File: config.mk
export PLATFORM = sky130hd
export DESIGN_NAME = label_value_frame_parser
export DESIGN_NICKNAME = d
export VERILOG_FILES = /design/src/sv/lvfp_pkg.sv /design/src/sv/lvfp_core.sv /design/src/sv/label_value_frame_parser.sv
export SDC_FILE = /design/constraint.sdc
export NUM_CORES = 1
export LEC_CHECK = 0
export BUFFER_PORTS_ARGS = -buffer_cell sky130_fd_sc_hd__buf_2
export CORE_MARGIN = 10
export CORE_UTILIZATION = 45
export DETAILED_ROUTE_END_ITERATION = 6
export PLACE_DENSITY = 0.75
export SLEW_MARGIN = 5
export SYNTH_ARGS = -nofsm -noshare
export SYNTH_HDL_FRONTEND = slang
export SYNTH_SLANG_ARGS = --single-unit
File: constraint.sdc
create_clock -name clock -period 6.9 [get_ports clock]
set_clock_uncertainty 0.2 [all_clocks]
set_input_delay 1.38 -clock clock [delete_from_list [all_inputs] [get_ports clock]]
set_output_delay 1.38 -clock clock [all_outputs]
set_load 0.01 [all_outputs]
File: src/sv/lvfp_pkg.sv
// Shared types, character codes and helpers of the label/value frame parser.
package lvfp_pkg;

   localparam int unsigned LABEL_BYTES = 8;
   localparam int unsigned LABEL_W     = LABEL_BYTES * 8;
   localparam int unsigned LLEN_W      = 4;
   localparam int unsigned PEND_W      = 5;

   localparam logic [7:0] CH_LF    = 8'h0A;
   localparam logic [7:0] CH_CR    = 8'h0D;
   localparam logic [7:0] CH_TAB   = 8'h09;
   localparam logic [7:0] CH_COLON = 8'h3A;
   localparam logic [7:0] CH_SPACE = 8'h20;
   localparam logic [7:0] CH_PLUS  = 8'h2B;
   localparam logic [7:0] CH_MINUS = 8'h2D;
   localparam logic [7:0] CH_ZERO  = 8'h30;
   localparam logic [7:0] CH_NINE  = 8'h39;
   localparam logic [7:0] CH_O     = 8'h4F;
   localparam logic [7:0] CH_N     = 8'h4E;
   localparam logic [7:0] CH_NUL   = 8'h00;

   localparam logic [PEND_W-1:0] MAX_ENTRIES_RESET = 5'd22;
   localparam logic [PEND_W-1:0] PEND_LIMIT        = 5'd31;

   // "Checksum", first character in the low byte
   localparam logic [LABEL_W-1:0] CHECKSUM_WORD = 64'h6D75_736B_6365_6843;

   typedef enum logic [3:0] {
      MODE_IDLE  = 4'b0001,
      MODE_LABEL = 4'b0010,
      MODE_VALUE = 4'b0100,
      MODE_ASYNC = 4'b1000
   } mode_type;

   typedef enum logic [2:0] {
      PH_LEAD   = 3'b001,
      PH_DIGITS = 3'b010,
      PH_DONE   = 3'b100
   } phase_type;

   typedef enum logic [3:0] {
      ON_EMPTY = 4'b0001,
      ON_O     = 4'b0010,
      ON_ON    = 4'b0100,
      ON_NO    = 4'b1000
   } on_type;

   typedef struct packed {
      logic               entry_kind;
      logic [LABEL_W-1:0] label_word;
      logic [31:0]        value_number;
      logic               value_is_on;
      logic               earlier_dropped;
      logic               sum_ok;
   } result_type;

   function automatic logic is_space(input logic [7:0] c);
      is_space = (c == CH_SPACE) || ((c >= CH_TAB) && (c <= CH_CR));
   endfunction

   function automatic logic is_digit(input logic [7:0] c);
      is_digit = (c >= CH_ZERO) && (c <= CH_NINE);
   endfunction

endpackage

File: src/sv/lvfp_core.sv
// Parser state and per-word update: modes, label packing, number and ON tracking, sum.
module lvfp_core #(
   parameter int unsigned VALUE_BYTES = 32
) (
   input  logic                        clock,
   input  logic                        reset,
   input  logic                        byte_vld,
   input  logic [7:0]                  byte_data,
   input  logic [lvfp_pkg::PEND_W-1:0] max_entries,
   output logic                        res_vld,
   output lvfp_pkg::result_type        res
);
   import lvfp_pkg::*;

   localparam int unsigned VLEN_W = $clog2(VALUE_BYTES + 1);
   localparam logic [VLEN_W-1:0] VLEN_MAX = VLEN_W'(VALUE_BYTES);

   mode_type            mode_ff, mode_in;
   logic [LABEL_W-1:0]  label_ff, label_in;
   logic [LLEN_W-1:0]   llen_ff, llen_in;
   logic [VLEN_W-1:0]   vlen_ff, vlen_in;
   logic [31:0]         accum_ff, accum_in;
   phase_type           phase_ff, phase_in;
   logic                neg_ff, neg_in;
   on_type              on_ff, on_in;
   logic [7:0]          sum_ff, sum_in;
   logic [PEND_W-1:0]   pend_ff, pend_in;
   logic                ended_ff, ended_in;

   logic                fin;
   logic                is_end;
   logic                dropped;
   logic [PEND_W-1:0]   pend_base;
   logic [7:0]          sum_base;
   logic [31:0]         digit;

   assign is_end  = (label_ff == CHECKSUM_WORD);
   assign dropped = (pend_ff >= max_entries);
   assign digit   = {24'd0, byte_data - CH_ZERO};

   always_comb begin
      mode_in   = mode_ff;
      label_in  = label_ff;
      llen_in   = llen_ff;
      vlen_in   = vlen_ff;
      accum_in  = accum_ff;
      phase_in  = phase_ff;
      neg_in    = neg_ff;
      on_in     = on_ff;
      ended_in  = ended_ff;
      pend_in   = pend_ff;
      fin       = 1'b0;
      pend_base = pend_ff;

      unique case (mode_ff) inside
         MODE_LABEL: begin
            if (byte_data == CH_TAB) begin
               mode_in  = MODE_VALUE;
               vlen_in  = '0;
               accum_in = '0;
               phase_in = PH_LEAD;
               neg_in   = 1'b0;
               on_in    = ON_EMPTY;
               ended_in = 1'b0;
            end else if (byte_data == CH_COLON) begin
               mode_in = MODE_ASYNC;
            end else if (llen_ff >= LLEN_W'(LABEL_BYTES)) begin
               // label too long: drop the entry
               mode_in = MODE_IDLE;
            end else begin
               label_in[llen_ff[2:0]*8 +: 8] = byte_data;
               llen_in = llen_ff + 1'b1;
            end
         end
         MODE_VALUE: begin
            if (byte_data == CH_CR) begin
               mode_in = MODE_IDLE;
               fin     = 1'b1;
            end else if (vlen_ff >= VLEN_MAX) begin
               mode_in = MODE_IDLE;
            end else begin
               vlen_in = vlen_ff + 1'b1;
               if (!ended_ff) begin
                  if (byte_data == CH_NUL) begin
                     ended_in = 1'b1;
                  end else begin
                     case (phase_ff)
                        PH_LEAD: begin
                           if (is_space(byte_data)) begin
                              phase_in = PH_LEAD;
                           end else if (byte_data == CH_PLUS || byte_data == CH_MINUS) begin
                              neg_in   = (byte_data == CH_MINUS);
                              phase_in = PH_DIGITS;
                           end else if (is_digit(byte_data)) begin
                              accum_in = digit;
                              phase_in = PH_DIGITS;
                           end else begin
                              phase_in = PH_DONE;
                           end
                        end
                        PH_DIGITS: begin
                           if (is_digit(byte_data)) begin
                              accum_in = (accum_ff << 3) + (accum_ff << 1) + digit;
                           end else begin
                              phase_in = PH_DONE;
                           end
                        end
                        default: begin
                           phase_in = phase_ff;
                        end
                     endcase
                     if (on_ff == ON_EMPTY && byte_data == CH_O) begin
                        on_in = ON_O;
                     end else if (on_ff == ON_O && byte_data == CH_N) begin
                        on_in = ON_ON;
                     end else begin
                        on_in = ON_NO;
                     end
                  end
               end
            end
         end
         MODE_IDLE, MODE_ASYNC: begin
            if (byte_data == CH_LF) begin
               mode_in  = MODE_LABEL;
               label_in = '0;
               llen_in  = '0;
            end
         end
         default: begin
            mode_in = MODE_IDLE;
         end
      endcase

      // entry count: test on every finished entry, clear on block end
      if (fin) begin
         if (dropped) begin
            pend_base = '0;
         end
         if (is_end) begin
            pend_in = '0;
         end else if (pend_base < PEND_LIMIT) begin
            pend_in = pend_base + 1'b1;
         end else begin
            pend_in = pend_base;
         end
      end

      sum_base = (fin && is_end) ? 8'd0 : sum_ff;
      sum_in   = (mode_in != MODE_ASYNC) ? sum_base + byte_data : sum_base;
   end

   always_ff @(posedge clock) begin
      if (reset) begin
         mode_ff  <= MODE_IDLE;
         label_ff <= '0;
         llen_ff  <= '0;
         vlen_ff  <= '0;
         accum_ff <= '0;
         phase_ff <= PH_LEAD;
         neg_ff   <= 1'b0;
         on_ff    <= ON_EMPTY;
         sum_ff   <= '0;
         pend_ff  <= '0;
         ended_ff <= 1'b0;
      end else if (byte_vld) begin
         mode_ff  <= mode_in;
         label_ff <= label_in;
         llen_ff  <= llen_in;
         vlen_ff  <= vlen_in;
         accum_ff <= accum_in;
         phase_ff <= phase_in;
         neg_ff   <= neg_in;
         on_ff    <= on_in;
         sum_ff   <= sum_in;
         pend_ff  <= pend_in;
         ended_ff <= ended_in;
      end
   end

   assign res_vld             = byte_vld && fin;
   assign res.entry_kind      = is_end;
   assign res.label_word      = label_ff;
   assign res.value_number    = neg_ff ? (32'd0 - accum_ff) : accum_ff;
   assign res.value_is_on     = (on_ff == ON_ON);
   assign res.earlier_dropped = dropped;
   assign res.sum_ok          = is_end && (sum_ff == 8'd0);

endmodule

File: src/sv/label_value_frame_parser.sv
// Top level of the label/value text frame parser: input word register, parser, result register.
// rsp_tvalid rises once the carriage return word has passed the input word register and the result register.
// Throughput: one input word per cycle; req_tready drops only while both registers are full
//   and rsp_tready is low, and it follows rsp_tready combinationally.
// Reset (synchronous, active high): parser idle, sums and counts cleared, both registers
//   empty, max_entries_per_block back to 22.
module label_value_frame_parser #(
   parameter int unsigned VALUE_BYTES = 32
) (
   input  logic         clock,
   input  logic         reset,
   // input channel
   input  logic         req_tvalid,
   output logic         req_tready,
   input  logic [7:0]   req_tdata,   // [7:0] rx_byte
   // result channel
   output logic         rsp_tvalid,
   input  logic         rsp_tready,
   output logic [103:0] rsp_tdata,   // [63:0] label_word, [95:64] value_number,
                                     // [96] value_is_on, [97] earlier_dropped,
                                     // [98] sum_ok, [103:99] zero
   output logic         rsp_tuser,   // [0] entry_kind
   // configuration
   input  logic         csr_wen,
   input  logic [4:0]   csr_wdata    // max_entries_per_block
);
   import lvfp_pkg::*;

   logic              in_vld_ff;
   logic [7:0]        in_data_ff;
   logic              proc;
   logic [PEND_W-1:0] max_ff;
   logic              core_vld;
   result_type        core_res;
   logic              out_vld_ff;
   result_type        out_ff;

   // process the held word whenever the result register can take a result
   assign proc       = in_vld_ff && (!out_vld_ff || rsp_tready);
   assign req_tready = !in_vld_ff || proc;

   // hold the configuration register
   always_ff @(posedge clock) begin
      if (reset) begin
         max_ff <= MAX_ENTRIES_RESET;
      end else if (csr_wen) begin
         max_ff <= csr_wdata;
      end
   end

   // input word register
   always_ff @(posedge clock) begin
      if (reset) begin
         in_vld_ff <= 1'b0;
      end else if (req_tready) begin
         in_vld_ff <= req_tvalid;
      end
   end

   always_ff @(posedge clock) begin
      if (req_tready && req_tvalid) begin
         in_data_ff <= req_tdata;
      end
   end

   lvfp_core #(
      .VALUE_BYTES(VALUE_BYTES)
   ) u_core (
      .clock      (clock),
      .reset      (reset),
      .byte_vld   (proc),
      .byte_data  (in_data_ff),
      .max_entries(max_ff),
      .res_vld    (core_vld),
      .res        (core_res)
   );

   // result register: load on every processed word, drain when taken
   always_ff @(posedge clock) begin
      if (reset) begin
         out_vld_ff <= 1'b0;
      end else if (proc) begin
         out_vld_ff <= core_vld;
      end else if (rsp_tready) begin
         out_vld_ff <= 1'b0;
      end
   end

   always_ff @(posedge clock) begin
      if (proc && core_vld) begin
         out_ff <= core_res;
      end
   end

   assign rsp_tvalid = out_vld_ff;
   assign rsp_tuser  = out_ff.entry_kind;
   assign rsp_tdata  = {5'd0, out_ff.sum_ok, out_ff.earlier_dropped, out_ff.value_is_on,
                        out_ff.value_number, out_ff.label_word};

endmodule
==> metrics.csv <==
metric,value,unit
register area,6030,µm²
Layout area overhead,13.7,%
Synth area leader,edfxtp_1,
fin. max-slew vios,0,
Worst path max stage delay,630,ps
Post-Route Utilization,52.4,%
H-tree depth reported by CTS,1,
WL final,28900,µm
gpl congestion,0.865,
critical path's slowest cell,nor3_1,
Initial DRC Count,658,
Ports,125,
slew of the pin with the lowest slew margin,1160,ps
die span in y,184,µm
clock tree buffer depth,3,
Num CTS Buffers,26,
"CP delay by family, top",simple AND/OR/NAND/NOR gates,
Power Density,217,nW/µm²
Sum Neg Setup Slack,0,ps
synth warn,0,
GRT Total Usage,16.6,%
worst-path cell chain,nor4bb_1 > nand4_1 > or4_1 > nor3_1 > nand2_1 > nand2_1 > inv_1 > ha_1 > a21o_1 > a21oi_1 > nor2b_1 > o21a_1 > o41a_1 > xor2_1 > nand2_1 > xnor2_1 > nor2_1,
"Clk Latency, worst-skew pair",530,ps
Post-synth top cells,"dfxtp_1 (139), nand2_1 (129), edfxtp_1 (108), nor2_1 (88), a21oi_1 (86)",
outcome,"finished, final reports clean",
Sink Count,247,
Vias/cell,5.57,
WP depth,17,
Final Cycle Share,70.0,%
Synth area leaders,"edfxtp_1 (27%), dfxtp_1 (23%), ha_1 (8.0%)",
clk slew on worst S/H paths,60,ps
buffers added on ports,119,
n_diodes,0,
hpwl dp,20600,µm
R2R cell count,17,
Async SR Flop Fraction,0,%
first-pass GRT wire length,46900,µm
setup bufs post-CTS,0,
Post-Layout Cell Count,1670,
max-cap violations,0,
worst hold path class,register to register,
RSZ-0062 raised after global routing,no,
Hold Crit Endpoint,rsp_tdata[48],
total gr overflow,0,
share of layout cells above drive strength 1,13.6,%
hold depth,0,
cts hold-fix bufs,0,
initial antenna violation count,0,
Synth top area share,26.8,%
peak supply drop,151,µV
NumNets Final,1417,
register bit count reported by yosys,247,
Leakage,5.30,nW
critical path capture point type,register,
ANT nets after route,0,
core area,26300,µm²
vias in the first global route,9097,
die area,33900,µm²
vias,9299,
Fill cells,2354,
WP data required,7090,ps
DRC Markers,0,
placed cell count,1622,
RR Endpoint,u_core.sum_ff[7],
Mapped Avg Cell Area,10.0,µm²
Period minus WS final,4830,ps
mapped cell area,12100,µm²
row cnt,59,
drt first pass iters,5,
WP data arrival,5020,ps
Synth Instances,1210,
Starting Density,46.1,%
Slew HR,22.3,%
crit-path max FO,8,
unique cell type count in the Yosys netlist,70,
footprint of the multi-input gates,5700,µm²
startpoint types,register,
"Hold Vio Cnt, Final",0,
width of the chip,184,µm
top-count cell post-synth,dfxtp_1,
Clock Tree Root,clkbuf_16,
worst reg2reg path startpoint,u_core.label_ff[22],
Setup Crit Path Kind,register to register,
post-cts resize count,0,
CTS tree,done,
pin count of the biggest net entering global routing,74,
post-synthesis sequential area ratio,49.8,%
DR WL/cell,17.3,µm
Final setup viols,0,
Peak Freq,0.207,GHz
Buf/Inv on CP,1,
number of flops mapped to enable cells by yosys,108,
hold_sp,u_core.label_ff[48],
"Top FF cell, synth",dfxtp_1,
r2r setup slk,2070,ps
cell mode on critical path,nand2_1,
-- per-layer routing --
| layer | track usage [%] | vias to the layer above | wire length [µm] |
|---|---|---|---|
| li1 | - | 4584 | - |
| met1 | 21.2 | 4404 | 13100 |
| met2 | 28.0 | 269 | 13600 |
| met3 | 2.91 | 42 | 1620 |
| met4 | 5.11 | 0 | 629 |
| met5 | 0 | - | 0 |
-- power breakdown --
| part | internal (mW) | total (mW) | switching [mW] | leakage, nW |
|---|---|---|---|---|
| clock network | 0.748 | 1.32 | 0.570 | 0.392 |
| registers | 1.53 | 1.55 | 0.0263 | 2.01 |
| logic | 0.0449 | 0.116 | 0.0716 | 2.91 |
| total | 2.32 | 2.99 | 0.668 | 5.30 |
-- flip-flops by register name, indices dropped and copies added (netlist names), 5 cells and up --
register	count
in_data_ff	8
max_ff	5
rsp_tdata	99
u_core.accum_ff	32
u_core.label_ff	64
u_core.pend_ff	5
u_core.sum_ff	8
u_core.vlen_ff	6
-- metrics by stage --
stage          total power, mW  area [µm²]  worst slack [ps]  hold slack [ps]
2_1_floorplan             1.66       12100              1780              221
3_3_place_gp              1.70       13000              2330              229
3_5_place_dp              1.70       13000              2170              239
4_1_cts                   3.01       13800              2130              253
5_1_grt                   3.08       13800              1820              264
6_report                  2.99       13800              2070              247
-- layout make-up --
| cell class | instances | share of cell area, % |
|---|---|---|
| Sequential cell | 247 | 43.8 |
| Multi-Input combinational cell | 867 | 41.4 |
| Clock buffer | 40 | 5.41 |
| Timing Repair Buffer | 124 | 4.60 |
| Tap cell | 335 | 3.04 |
| Inverter | 49 | 1.35 |
| Clock inverter | 8 | 0.454 |
-- how the worst max path moves through the flow --
stage | to | slack (ps) | from
after detailed placement | u_core.sum_ff[7] | 2170 | u_core.label_ff[22]
after global placement | u_core.sum_ff[7] | 2330 | u_core.label_ff[22]
final | u_core.sum_ff[7] | 2070 | u_core.label_ff[22]
after floorplan | u_core.pend_ff[3] | 1780 | rsp_tready
after CTS | u_core.sum_ff[7] | 2130 | u_core.label_ff[22]
after global routing | u_core.sum_ff[7] | 1820 | u_core.label_ff[22]
-- cell families after synthesis --
logic type,Yosys count,share of synthesized area (%)
compound gates,283,14.6
xor+xnor,73,5.28
fa+ha+maj,84,9.11
buf+inv,100,3.30
flops,247,49.8
mux,11,0.909
other cells,1,0.0310
simple gates,411,17.0
-- placed cells by master, fill, tap and decap left out, types with 7 or more instances in the layout --
cell type / n
a31oi_1: 10
clkbuf_1: 11
a21oi_1: 86
ha_1: 77
a32o_1: 11
inv_1: 48
a21o_1: 21
o21ai_0: 79
clkbuf_16: 27
dfxtp_1: 139
xor2_1: 17
mux2i_1: 11
o31ai_1: 14
xnor2_1: 56
nor4bb_1: 8
nor3_1: 27
buf_2: 119
nand2_1: 129
fa_1: 7
edfxtp_1: 108
nor2_1: 88
nor4_1: 11
or3_1: 13
nor2b_1: 16
and2_1: 14
a22oi_1: 11
nand3_1: 43
nand4_1: 17
nand2b_1: 8
Note: power is estimated with default switching activity, not from simulation.
